==> config.mk <==
export PLATFORM = sky130hd
export DESIGN_NAME = range_frame_decimal_parser_core_flat
export DESIGN_NICKNAME = d
export VERILOG_FILES = /design/src/sv/rfdp_pkg.sv /design/src/sv/rfdp_if.sv /design/src/sv/range_frame_decimal_parser_core.sv /design/src/sv/rfdp_in_stage.sv /design/src/sv/rfdp_parser.sv /design/src/sv/rfdp_result.sv /design/src/flat_wrapper.sv
export SDC_FILE = /design/constraint.sdc
export NUM_CORES = 1
export LEC_CHECK = 0
export BUFFER_PORTS_ARGS = -buffer_cell sky130_fd_sc_hd__buf_2
export CAP_MARGIN = 20
export CORE_MARGIN = 2
export CORE_UTILIZATION = 53
export DETAILED_ROUTE_END_ITERATION = 8
export HOLD_SLACK_MARGIN = 0.08
export PLACE_DENSITY = 0.73
export SKIP_CTS_REPAIR_TIMING = 1
export SLEW_MARGIN = 20
export SYNTH_ARGS = -nofsm -noshare
export SYNTH_HDL_FRONTEND = slang
export SYNTH_SLANG_ARGS = --single-unit
==> constraint.sdc <==
create_clock -name clk -period 11.2 [get_ports clk]
set_input_delay 1.12 -clock clk [delete_from_list [all_inputs] [get_ports clk]]
set_output_delay 1.12 -clock clk [all_outputs]
set_load 0.02 [all_outputs]
==> src/sv/rfdp_pkg.sv <==
`timescale 1ns / 1ps

package rfdp_pkg;

  // number of kept fraction digits, distance is scaled by ten to this power
  localparam int FRAC_DIGITS = 3;

  localparam logic [31:0] POW_TEN [8] = '{
    32'd1, 32'd10, 32'd100, 32'd1000,
    32'd10000, 32'd100000, 32'd1000000, 32'd10000000
  };

  localparam logic [31:0] FRAC_SCALE = POW_TEN[FRAC_DIGITS];
  localparam logic [31:0] DIST_MAX   = 32'h7FFF_FFFF;
  localparam int unsigned INT_CAP    = DIST_MAX / FRAC_SCALE;

  localparam int INT_W  = $clog2(INT_CAP + 1);
  localparam int FRAC_W = $clog2(FRAC_SCALE);
  localparam int CNT_W  = $clog2(FRAC_DIGITS + 1);

  localparam logic [15:0] STATUS_MAX = 16'hFFFF;

  // character codes
  localparam logic [7:0] CH_LF    = 8'h0A;
  localparam logic [7:0] CH_CR    = 8'h0D;
  localparam logic [7:0] CH_COMMA = 8'h2C;
  localparam logic [7:0] CH_MINUS = 8'h2D;
  localparam logic [7:0] CH_POINT = 8'h2E;
  localparam logic [7:0] CH_ZERO  = 8'h30;
  localparam logic [7:0] CH_NINE  = 8'h39;

  typedef enum logic [2:0] {
    PH_START,
    PH_INT,
    PH_FRAC,
    PH_STAT_FIRST,
    PH_STAT,
    PH_TAIL_OK,
    PH_ERROR
  } phase_t;

  typedef struct packed {
    logic       valid;
    logic [7:0] data;
  } byte_stage_t;

  typedef struct packed {
    logic              ok;
    logic              is_negative;
    logic [INT_W-1:0]  int_acc;
    logic [FRAC_W-1:0] frac_acc;
    logic [CNT_W-1:0]  frac_cnt;
    logic [15:0]       status_acc;
    logic              overflow_seen;
  } frame_snap_t;

endpackage

==> src/sv/rfdp_if.sv <==
`timescale 1ns / 1ps

interface rfdp_byte_if;
  logic       valid;
  logic       ready;
  logic [7:0] rx_byte;

  modport source (output valid, output rx_byte, input ready);
  modport sink (input valid, input rx_byte, output ready);
endinterface

interface rfdp_result_if;
  logic               valid;
  logic               ready;
  logic               frame_ok;
  logic signed [31:0] distance_milli;
  logic [15:0]        status_code;
  logic               saturated;

  modport source (
    output valid, output frame_ok, output distance_milli,
    output status_code, output saturated, input ready
  );
  modport sink (
    input valid, input frame_ok, input distance_milli,
    input status_code, input saturated, output ready
  );
endinterface

==> src/sv/range_frame_decimal_parser_core.sv <==
`timescale 1ns / 1ps

// ascii rangefinder frame parser: takes one byte per cycle of the form
// [-][digits][.fraction],status<anything>CR LF and, on the LF that follows a
// CR, delivers one result request with frame_ok, the signed distance in
// thousandths (extra fraction digits truncated), the status (clamped at
// 65535) and a saturated flag; a malformed frame gives frame_ok low and all
// other fields zero. every other byte gives no result. throughput is one
// byte per cycle; each byte passes through one input register, then the
// phase update or the final scale-and-clamp, then the result register. an
// end-of-frame byte waits in the input register only while an earlier
// result is still held at the output; all other bytes keep flowing
// regardless of output backpressure.

module range_frame_decimal_parser_core (
  input  logic          clk,
  input  logic          rst_n,
  rfdp_byte_if.sink     in_if,
  rfdp_result_if.source out_if
);
  import rfdp_pkg::*;

  byte_stage_t stage;
  frame_snap_t snap;
  logic        end_req;
  logic        out_free;
  logic        advance;

  // byte leaves the input register when it needs no result slot or the slot is free
  assign advance = stage.valid && (!end_req || out_free);

  rfdp_in_stage u_in_stage (
    .clk     (clk),
    .rst_n   (rst_n),
    .in_if   (in_if),
    .advance (advance),
    .stage   (stage)
  );

  // frame phase and the integer, fraction and status accumulators
  rfdp_parser u_parser (
    .clk     (clk),
    .rst_n   (rst_n),
    .stage   (stage),
    .advance (advance),
    .end_req (end_req),
    .snap    (snap)
  );

  // scale, clamp, sign and hold the result request
  rfdp_result u_result (
    .clk      (clk),
    .rst_n    (rst_n),
    .load     (advance && end_req),
    .snap     (snap),
    .out_if   (out_if),
    .out_free (out_free)
  );

endmodule

==> src/sv/rfdp_in_stage.sv <==
`timescale 1ns / 1ps

module rfdp_in_stage (
  input  logic                 clk,
  input  logic                 rst_n,
  rfdp_byte_if.sink            in_if,
  input  logic                 advance,
  output rfdp_pkg::byte_stage_t stage
);
  import rfdp_pkg::*;

  logic       valid_r;
  logic       valid_nxt;
  logic [7:0] data_r;
  logic       take;

  assign in_if.ready = !valid_r || advance;
  assign take        = in_if.valid && in_if.ready;
  assign valid_nxt   = take ? 1'b1 : (advance ? 1'b0 : valid_r);

  always_ff @(posedge clk) begin
    if (!rst_n) begin
      valid_r <= 1'b0;
    end else begin
      valid_r <= valid_nxt;
    end
  end

  always_ff @(posedge clk) begin
    if (take) begin
      data_r <= in_if.rx_byte;
    end
  end

  assign stage.valid = valid_r;
  assign stage.data  = data_r;

endmodule

==> src/sv/rfdp_parser.sv <==
`timescale 1ns / 1ps

module rfdp_parser (
  input  logic                  clk,
  input  logic                  rst_n,
  input  rfdp_pkg::byte_stage_t stage,
  input  logic                  advance,
  output logic                  end_req,
  output rfdp_pkg::frame_snap_t snap
);
  import rfdp_pkg::*;

  phase_t            phase_r, phase_nxt;
  logic              neg_r;
  logic [INT_W-1:0]  int_r;
  logic [FRAC_W-1:0] frac_r;
  logic [CNT_W-1:0]  cnt_r;
  logic              seen_r;
  logic [15:0]       stat_r;
  logic              ovf_r;
  logic              cr_r;

  logic              is_digit;
  logic [3:0]        digit;
  logic              add_int, add_frac, add_stat, set_neg;
  logic [INT_W+3:0]  int_next;
  logic [FRAC_W+3:0] frac_next;
  logic [19:0]       stat_next;
  logic              int_over, stat_over, frac_room;

  assign is_digit = (stage.data >= CH_ZERO) && (stage.data <= CH_NINE);
  assign digit    = stage.data[3:0];
  // lf right after cr closes the frame and needs a free result slot
  assign end_req  = stage.valid && (stage.data == CH_LF) && cr_r;

  // next phase
  always_comb begin
    phase_nxt = phase_r;
    unique case (phase_r)
      PH_START: begin
        if (stage.data == CH_MINUS || is_digit) phase_nxt = PH_INT;
        else if (stage.data == CH_POINT)        phase_nxt = PH_FRAC;
        else                                    phase_nxt = PH_ERROR;
      end
      PH_INT: begin
        if (is_digit)                                phase_nxt = PH_INT;
        else if (stage.data == CH_POINT)             phase_nxt = PH_FRAC;
        else if (stage.data == CH_COMMA && seen_r)   phase_nxt = PH_STAT_FIRST;
        else                                         phase_nxt = PH_ERROR;
      end
      PH_FRAC: begin
        if (is_digit)                                phase_nxt = PH_FRAC;
        else if (stage.data == CH_COMMA && seen_r)   phase_nxt = PH_STAT_FIRST;
        else                                         phase_nxt = PH_ERROR;
      end
      PH_STAT_FIRST: phase_nxt = is_digit ? PH_STAT : PH_ERROR;
      PH_STAT:       phase_nxt = is_digit ? PH_STAT : PH_TAIL_OK;
      PH_TAIL_OK:    phase_nxt = PH_TAIL_OK;
      default:       phase_nxt = PH_ERROR;
    endcase
  end

  // datapath actions per phase
  always_comb begin
    add_int  = 1'b0;
    add_frac = 1'b0;
    add_stat = 1'b0;
    set_neg  = 1'b0;
    unique case (phase_r)
      PH_START: begin
        set_neg = (stage.data == CH_MINUS);
        add_int = is_digit;
      end
      PH_INT:        add_int  = is_digit;
      PH_FRAC:       add_frac = is_digit;
      PH_STAT_FIRST: add_stat = is_digit;
      PH_STAT:       add_stat = is_digit;
      default: begin
      end
    endcase
  end

  assign int_next  = {4'b0, int_r} * (INT_W+4)'(10) + (INT_W+4)'(digit);
  assign int_over  = int_next > (INT_W+4)'(INT_CAP);
  assign frac_next = {4'b0, frac_r} * (FRAC_W+4)'(10) + (FRAC_W+4)'(digit);
  assign frac_room = cnt_r < CNT_W'(FRAC_DIGITS);
  assign stat_next = {4'b0, stat_r} * 20'd10 + 20'(digit);
  assign stat_over = stat_next > {4'b0, STATUS_MAX};

  always_ff @(posedge clk) begin
    if (!rst_n || (advance && end_req)) begin
      phase_r <= PH_START;
      neg_r   <= 1'b0;
      int_r   <= '0;
      frac_r  <= '0;
      cnt_r   <= '0;
      seen_r  <= 1'b0;
      stat_r  <= '0;
      ovf_r   <= 1'b0;
      cr_r    <= 1'b0;
    end else if (advance) begin
      phase_r <= phase_nxt;
      cr_r    <= (stage.data == CH_CR);
      if (set_neg) neg_r <= 1'b1;
      if (add_int) begin
        seen_r <= 1'b1;
        if (int_over) begin
          int_r <= INT_W'(INT_CAP);
          ovf_r <= 1'b1;
        end else begin
          int_r <= int_next[INT_W-1:0];
        end
      end
      if (add_frac) begin
        seen_r <= 1'b1;
        if (frac_room) begin
          frac_r <= frac_next[FRAC_W-1:0];
          cnt_r  <= cnt_r + CNT_W'(1);
        end
      end
      if (add_stat) begin
        if (stat_over) begin
          stat_r <= STATUS_MAX;
          ovf_r  <= 1'b1;
        end else begin
          stat_r <= stat_next[15:0];
        end
      end
    end
  end

  assign snap.ok            = (phase_r == PH_TAIL_OK) || (phase_r == PH_STAT);
  assign snap.is_negative   = neg_r;
  assign snap.int_acc       = int_r;
  assign snap.frac_acc      = frac_r;
  assign snap.frac_cnt      = cnt_r;
  assign snap.status_acc    = stat_r;
  assign snap.overflow_seen = ovf_r;

endmodule

==> src/sv/rfdp_result.sv <==
`timescale 1ns / 1ps

module rfdp_result (
  input  logic                  clk,
  input  logic                  rst_n,
  input  logic                  load,
  input  rfdp_pkg::frame_snap_t snap,
  rfdp_result_if.source         out_if,
  output logic                  out_free
);
  import rfdp_pkg::*;

  logic               valid_r;
  logic               valid_nxt;
  logic               ok_r;
  logic signed [31:0] dist_r;
  logic [15:0]        stat_r;
  logic               sat_r;

  logic [2:0]         idx;
  logic [31:0]        int_scaled;
  logic [31:0]        frac_scaled;
  logic [32:0]        mag;
  logic               clamp;
  logic [31:0]        mag_c;
  logic signed [31:0] dist_val;

  // fraction digits short of full count are scaled up to full precision
  assign idx         = 3'(FRAC_DIGITS) - 3'(snap.frac_cnt);
  assign int_scaled  = 32'(snap.int_acc) * FRAC_SCALE;
  assign frac_scaled = 32'(snap.frac_acc) * POW_TEN[idx];
  assign mag         = {1'b0, int_scaled} + {1'b0, frac_scaled};
  assign clamp       = mag > {1'b0, DIST_MAX};
  assign mag_c       = clamp ? DIST_MAX : mag[31:0];
  assign dist_val    = snap.is_negative ? -$signed(mag_c) : $signed(mag_c);

  assign out_free  = !valid_r || out_if.ready;
  assign valid_nxt = load ? 1'b1 : (out_if.ready ? 1'b0 : valid_r);

  always_ff @(posedge clk) begin
    if (!rst_n) begin
      valid_r <= 1'b0;
    end else begin
      valid_r <= valid_nxt;
    end
  end

  always_ff @(posedge clk) begin
    if (load) begin
      ok_r   <= snap.ok;
      dist_r <= snap.ok ? dist_val : '0;
      stat_r <= snap.ok ? snap.status_acc : '0;
      sat_r  <= snap.ok && (snap.overflow_seen || clamp);
    end
  end

  assign out_if.valid          = valid_r;
  assign out_if.frame_ok       = ok_r;
  assign out_if.distance_milli = dist_r;
  assign out_if.status_code    = stat_r;
  assign out_if.saturated      = sat_r;

endmodule

==> src/flat_wrapper.sv <==
// flat-port wrapper written by rule: the top's interface ports become plain ports
module range_frame_decimal_parser_core_flat import rfdp_pkg::*;
  (clk, rst_n, in_if_valid, in_if_rx_byte, in_if_ready, out_if_valid, out_if_frame_ok, out_if_distance_milli, out_if_status_code, out_if_saturated, out_if_ready);
  rfdp_byte_if in_if_i ();
  rfdp_result_if out_if_i ();
  input  logic clk;
  input  logic rst_n;
  input wire logic [$bits(in_if_i.valid)-1:0] in_if_valid;
  input wire logic [$bits(in_if_i.rx_byte)-1:0] in_if_rx_byte;
  output wire logic [$bits(in_if_i.ready)-1:0] in_if_ready;
  output wire logic [$bits(out_if_i.valid)-1:0] out_if_valid;
  output wire logic [$bits(out_if_i.frame_ok)-1:0] out_if_frame_ok;
  output wire logic [$bits(out_if_i.distance_milli)-1:0] out_if_distance_milli;
  output wire logic [$bits(out_if_i.status_code)-1:0] out_if_status_code;
  output wire logic [$bits(out_if_i.saturated)-1:0] out_if_saturated;
  input wire logic [$bits(out_if_i.ready)-1:0] out_if_ready;
  assign in_if_i.valid = in_if_valid;
  assign in_if_i.rx_byte = in_if_rx_byte;
  assign in_if_ready = in_if_i.ready;
  assign out_if_valid = out_if_i.valid;
  assign out_if_frame_ok = out_if_i.frame_ok;
  assign out_if_distance_milli = out_if_i.distance_milli;
  assign out_if_status_code = out_if_i.status_code;
  assign out_if_saturated = out_if_i.saturated;
  assign out_if_i.ready = out_if_ready;
  range_frame_decimal_parser_core u_core (.clk(clk), .rst_n(rst_n), .in_if(in_if_i), .out_if(out_if_i));
endmodule
==> reports/qor.yml, run 1 <==
synthesis:
  syn_area_um2: 16730
  synth-async-reset-ratio_pct: 0
  synth_warnings: 0
  syn_avg_cell_area_um2: 9.126
  yosysTopAreaCell: "ha_1"
  synth_nets: 2227
  synth.distinct_cells: 109
  synth-edff-count: 58
  syn_inst: 1833
  ys.flop_type: "dfxtp_1"
  yosysSeqAreaShare_pct: 17.47
  synth_top_area_share_pct: 18.18
  synthTopCellsByArea: "ha_1, fa_1, edfxtp_1"
  ys_ff_latch: 117
critical_path:
  reg2reg_slack_ps: 680
  end_kind: "flip-flop"
  crit_top_cell: "inv_1"
  critPathRequiredTime_ps: 11370
  cp-start-kind: "flip-flop"
  critPathSlowestCell: "or4b_1"
  cp.arrival_ps: 10690
  critPathMaxFanout: 13
  crit_type: "flip-flop to flip-flop"
  slowest_delay_ps: 580
sta:
  hold_violations: 0
  setup_ws_ps: 680.1
  skew_ps: 14.39
  fin_crit_ps: 10520
  max_slew_margin_pct: 42.70
  rsz0062_at_grt: "false"
  setup-violations-final: 0
  fin_setup_tns_ps: 0
  fin_crit_sh_pct: 93.93
  max_freq_ghz: 0.09506
  tightest_slew_ps: 856.3
  drv_slew: 0
final_layout:
  nNetsFinal: 2270
  utilization_pct: 57.80
  final_cell_mix: "ha_1, inv_1, fa_1"
  final_common_cell: "ha_1"
  drive_above_1_share_pct: 9.794
  multi_input_area_um2: 13010
  diodes: 0
  nFillCells: 2691
  syn_to_final_growth_pct: 8.198
  regArea_um2: 2929
route:
  wl_per_cell_um: 16.24
  first_pass_iters: 5
  drc_errors: 0
  num_vias: 13360
  ant_nets: 0
  wirelength_mm: 37.20
  drt_iter0_drc: 715
  vias_per_cell: 5.832
global_route:
  grt_pass1_vias: 13260
  grt_max_degree: 58
  grt.total_usage_pct: 22.89
  grt_pass1_wl_mm: 62.62
  antenna_found_initial: 0
  overflow: 0
die:
  dieArea_um2: 33000
  core.rowCount: 65
  core_area_um2: 31310
  start_util_pct: 53.42
  die_h_um: 181.7
  die_w_um: 181.7
  ios: 64
clock_network:
  cts_made_buffers: 17
  clock-sinks: 117
  cts.htree.levels: 4
  clock_path_buffers: 2
  cts_tree: "yes"
  cts_root_buffer: "clkbuf_16"
  clk-insertion-delay-late_ps: 440
  cts.clk_slew.worst_paths_ps: 60
run_status:
  status: "finished clean"
pwr:
  power.density_nw_per_um2: 63.30
  vdd_drop_max_v: 0.00009371
  design_power_total_w: 0.001146
  p_leak_nw: 8.990
place:
  hpwl_mm: 29.55
  port_buffers: 63
  place_congestion: 0.8668
  place_ws_ps: 59.07
hold_path:
  min_path_type: "flip-flop to flip-flop"
flow_run:
  maxCapViolations: 0
[layer usage]
metal | part of all wire [%] | up-vias | GRT usage, %
li1 | - | 6636 | -
met1 | 46 | 6421 | 29.74
met2 | 50 | 259 | 40.55
met3 | 3.2 | 46 | 2.367
met4 | 1.8 | 0 | 6.374
met5 | 0 | - | 0
[per-stage QoR]
step                hold slack (ps)  instances  cell area (µm²)
CTS                           485.2       2289            18040
finish                        480.3       2291            18100
global route                  526.4       2291            18100
floorplan                     431.2       1833            16730
detailed placement            471.5       2257            17420
global placement              449.4       2257            17420
[cells in the mapped netlist (all sizes together) (16+ instances only)]
cell type	n
xor2	41
edfxtp	58
a21o	36
nor3	38
xnor2	79
and2	56
o21ai	88
fa	139
a211oi	23
ha	243
dfxtp	59
nand3	44
nand2	105
a21oi	129
nor2b	25
mux2i	22
inv	157
clkbuf	44
nand2b	23
o21a	18
o211ai	21
a31oi	32
nor2	136
nand4	16
[report_power, final]
part	internal (W)	switching [W]
Sequential	0.000450	0.00000735
Clock	0.000348	0.000234
Combinational	0.0000413	0.0000651
[worst paths after layout]
check / cells past startpoint / startpoint / end
max: 43 / u_core.u_parser.cnt_r[0] / u_core.u_result.out_if.distance_milli[26]
min: 2 / u_core.u_parser.seen_r / u_core.u_parser.seen_r
max reg2reg: 43 / u_core.u_parser.cnt_r[0] / u_core.u_result.out_if.distance_milli[26]
min reg2reg: 2 / u_core.u_parser.seen_r / u_core.u_parser.seen_r
[logic make-up after synthesis]
logic type	count (synthesis)	synth area share [%]
buf+inv	213	5.116
flops	117	17.47
simple gates	531	16.99
compound gates	442	17.49
mux	28	1.720
xor+xnor	120	6.395
fa+ha+maj	382	34.81
[layout make-up]
| cell class | count | area share (%) |
|---|---|---|
| Inverter | 157 | 3.256 |
| Tap cell | 402 | 2.779 |
| Clock inverter | 14 | 0.9125 |
| Multi-Input combinational cell | 1503 | 71.86 |
| Sequential cell | 117 | 16.18 |
| Timing Repair Buffer | 80 | 2.516 |
| Clock buffer | 18 | 2.489 |
[flip-flops by register name, summed over array words and instances (netlist names), 2 cells and up]
name / cells
u_core.u_in_stage.data_r: 8
u_core.u_parser.cnt_r: 2
u_core.u_parser.frac_r: 10
u_core.u_parser.int_r: 22
u_core.u_parser.phase_r: 3
u_core.u_parser.stat_r: 16
u_core.u_result.out_if.distance_milli: 32
u_core.u_result.out_if.status_code: 16
[worst max-delay path, delay by kind of cell (launching register included)]
kind	cells	cell delay, ps
muxes	1	330
buffers and inverters	6	390
AOI/OAI and AO/OA	14	2250
DFF	1	400
xor gates and xnor gates	1	140
and+or+nand+nor	12	3070
adders and majority gates	9	3640
Power figures use the tool's default switching activity.
==> run 2, diff against run 1 <==
BUFFER_PORTS_ARGS = not set   (was -buffer_cell sky130_fd_sc_hd__buf_2)
DONT_BUFFER_PORTS = 1   (was not set)
PLACE_DENSITY = 0.71   (was 0.73)
==> reports/qor.yml, run 2 (synthesis gave the netlist of run 1 again) <==
final_layout:
  diodes: 0  # unchanged
  largest_reg_flops: 32  # unchanged
  final_cell_mix: "ha_1, inv_1, fa_1"
  syn_to_final_growth_pct: 6.253
  nFillCells: 2664  # -1.0%
  nNetsFinal: 2206  # -2.8%
  final_common_cell: "ha_1"
  drive_above_1_share_pct: 6.740  # -3.1 points
  utilization_pct: 56.76  # -1.0 points
  instances_no_fill: 2227  # -2.8%
route:
  wl_per_cell_um: 16.27  # +0.19%
  num_vias: 13050  # -2.4%
  first_pass_iters: 5  # unchanged
  drt_iter0_drc: 723  # +1.1%
  wirelength_mm: 36.23  # -2.6%
  drc_errors: 0  # unchanged
  ant_nets: 0  # unchanged
  vias_per_cell: 5.858  # +0.44%
die:
  ios: 64  # unchanged
  die_h_um: 181.7  # unchanged
  start_util_pct: 53.42  # unchanged
  core_area_um2: 31310  # unchanged
  die_w_um: 181.7  # unchanged
  dieArea_um2: 33000  # unchanged
  core.rowCount: 65  # unchanged
place:
  place_congestion: 0.8758  # +1.0%
  hpwl_mm: 29.08  # -1.6%
  place_inst: 2193  # -2.8%
  port_buffers: 0  # -100%
sta:
  hold_violations: 0  # unchanged
  max_slew_margin_pct: 28.81  # -14 points
  tightest_slew_ps: 1068  # +211.6 ps
  setup-violations-final: 0  # unchanged
  drv_slew: 0  # unchanged
  max_freq_ghz: 0.09424  # -0.86%
  skew_ps: 12.20  # -2.195 ps
  fin_crit_sh_pct: 94.74  # +0.81 points
  fin_crit_ps: 10610  # +90.93 ps
pwr:
  p_leak_nw: 8.787  # -2.3%
  vdd_drop_max_v: 0.00006674  # -29%
  power.density_nw_per_um2: 63.96  # +1.0%
flow_run:
  maxCapViolations: 0  # unchanged
critical_path:
  end_kind: "flip-flop"
  cp-start-kind: "flip-flop"
  critPathSlowestCell: "fa_1"
  slowest_delay_ps: 560  # -20 ps
  crit_type: "flip-flop to flip-flop"
  critPathMaxFanout: 9  # -4
  cp.arrival_ps: 10780  # +90 ps
  r2r_cells: 43  # unchanged
  critPathRequiredTime_ps: 11370  # about the same
clock_network:
  cts_tree: "yes"
  cts_made_buffers: 17  # unchanged
  cts.htree.levels: 4  # unchanged
  clk-insertion-delay-late_ps: 440  # about the same
  clock_path_buffers: 2  # unchanged
  cts_root_buffer: "clkbuf_16"
  cts.clk_slew.worst_paths_ps: 60  # about the same
  clock-sinks: 117  # unchanged
global_route:
  antenna_found_initial: 1  # +1
  grt.total_usage_pct: 22.46  # -0.43 points
  grt_max_degree: 57  # -1.7%
  grt_pass1_wl_mm: 61.40  # -1.9%
  grt_pass1_vias: 12760  # -3.7%
  overflow: 0  # unchanged
hold_path:
  min_path_type: "flip-flop to flip-flop"
  min_path_cells: 2  # unchanged
run_status:
  status: "finished clean"
## run 2: cell count changes in the layout (fill, tap and decap cells not counted), moves of 2 or more
cell / change
buf_2: -63
clkinv_8: +3
clkinv_2: -2
clkinv_4: -2
## run 2: worst max-delay path: cells and delay by family, from the launching register on
family	cells	cell delay, ps
compound gates	14	2400
simple gates	12	3020
buf+inv	6	400
fa+ha+maj	9	3620
mux	1	350
flops	1	400
xor+xnor	1	150
## run 2: worst paths after layout
check	startpoint	end	slack, ps
worst min-delay path	u_core.u_parser.seen_r	u_core.u_parser.seen_r	480
worst max-delay path	u_core.u_parser.cnt_r[1]	u_core.u_result.out_if.distance_milli[26]	590
worst min register to register	u_core.u_parser.seen_r	u_core.u_parser.seen_r	480
worst max register to register	u_core.u_parser.cnt_r[1]	u_core.u_result.out_if.distance_milli[26]	590
## run 2: area by class of cell
class                      count  area, µm²  share of cell area [%]
inverter                     157      589.3                   3.316
clock inverter                15      183.9                   1.035
tap                          402      503.0                   2.830
sequential                   117       2925                   16.46
multi-input combinational   1503      13030                   73.29
clock buffer                  17      425.4                   2.394
timing repair buffer          16      120.1                  0.6758
## run 2: per-layer routing
metal / vias up / wire [µm] / GRT usage, % / part of all wire [%]
li1: 6503 / - / - / -
met1: 6283 / 17260 / 30.50 / 48
met2: 221 / 17440 / 38.16 / 48
met3: 37 / 900 / 2.226 / 2.5
met4: 2 / 614 / 6.439 / 1.7
met5: - / 14 / 0 / 0.039
## run 2: through the flow
stage | area (µm²) | total power [W] | hold slack, ps | setup TNS (ps) | setup slack [ps]
after floorplan | 16730 | 0.0005453 | 431.2 | 0 | 383.5
after global placement | 17100 | 0.0005644 | 448.6 | 0 | 467.4
after detailed placement | 17100 | 0.0005668 | 465.0 | -30.93 | -30.93
after CTS | 17710 | 0.001137 | 479.2 | -53.76 | -45.50
after global routing | 17770 | 0.001168 | 511.5 | -96.51 | -65.35
final | 17770 | 0.001137 | 480.2 | 0 | 589.2
## run 2: power by group
group	switching, W	internal (W)	total (W)
Sequential	0.00000742	0.000450	0.000457
Combinational	0.0000644	0.0000406	0.000105
Clock	0.000254	0.000320	0.000574
Total	0.000326	0.000811	0.00114
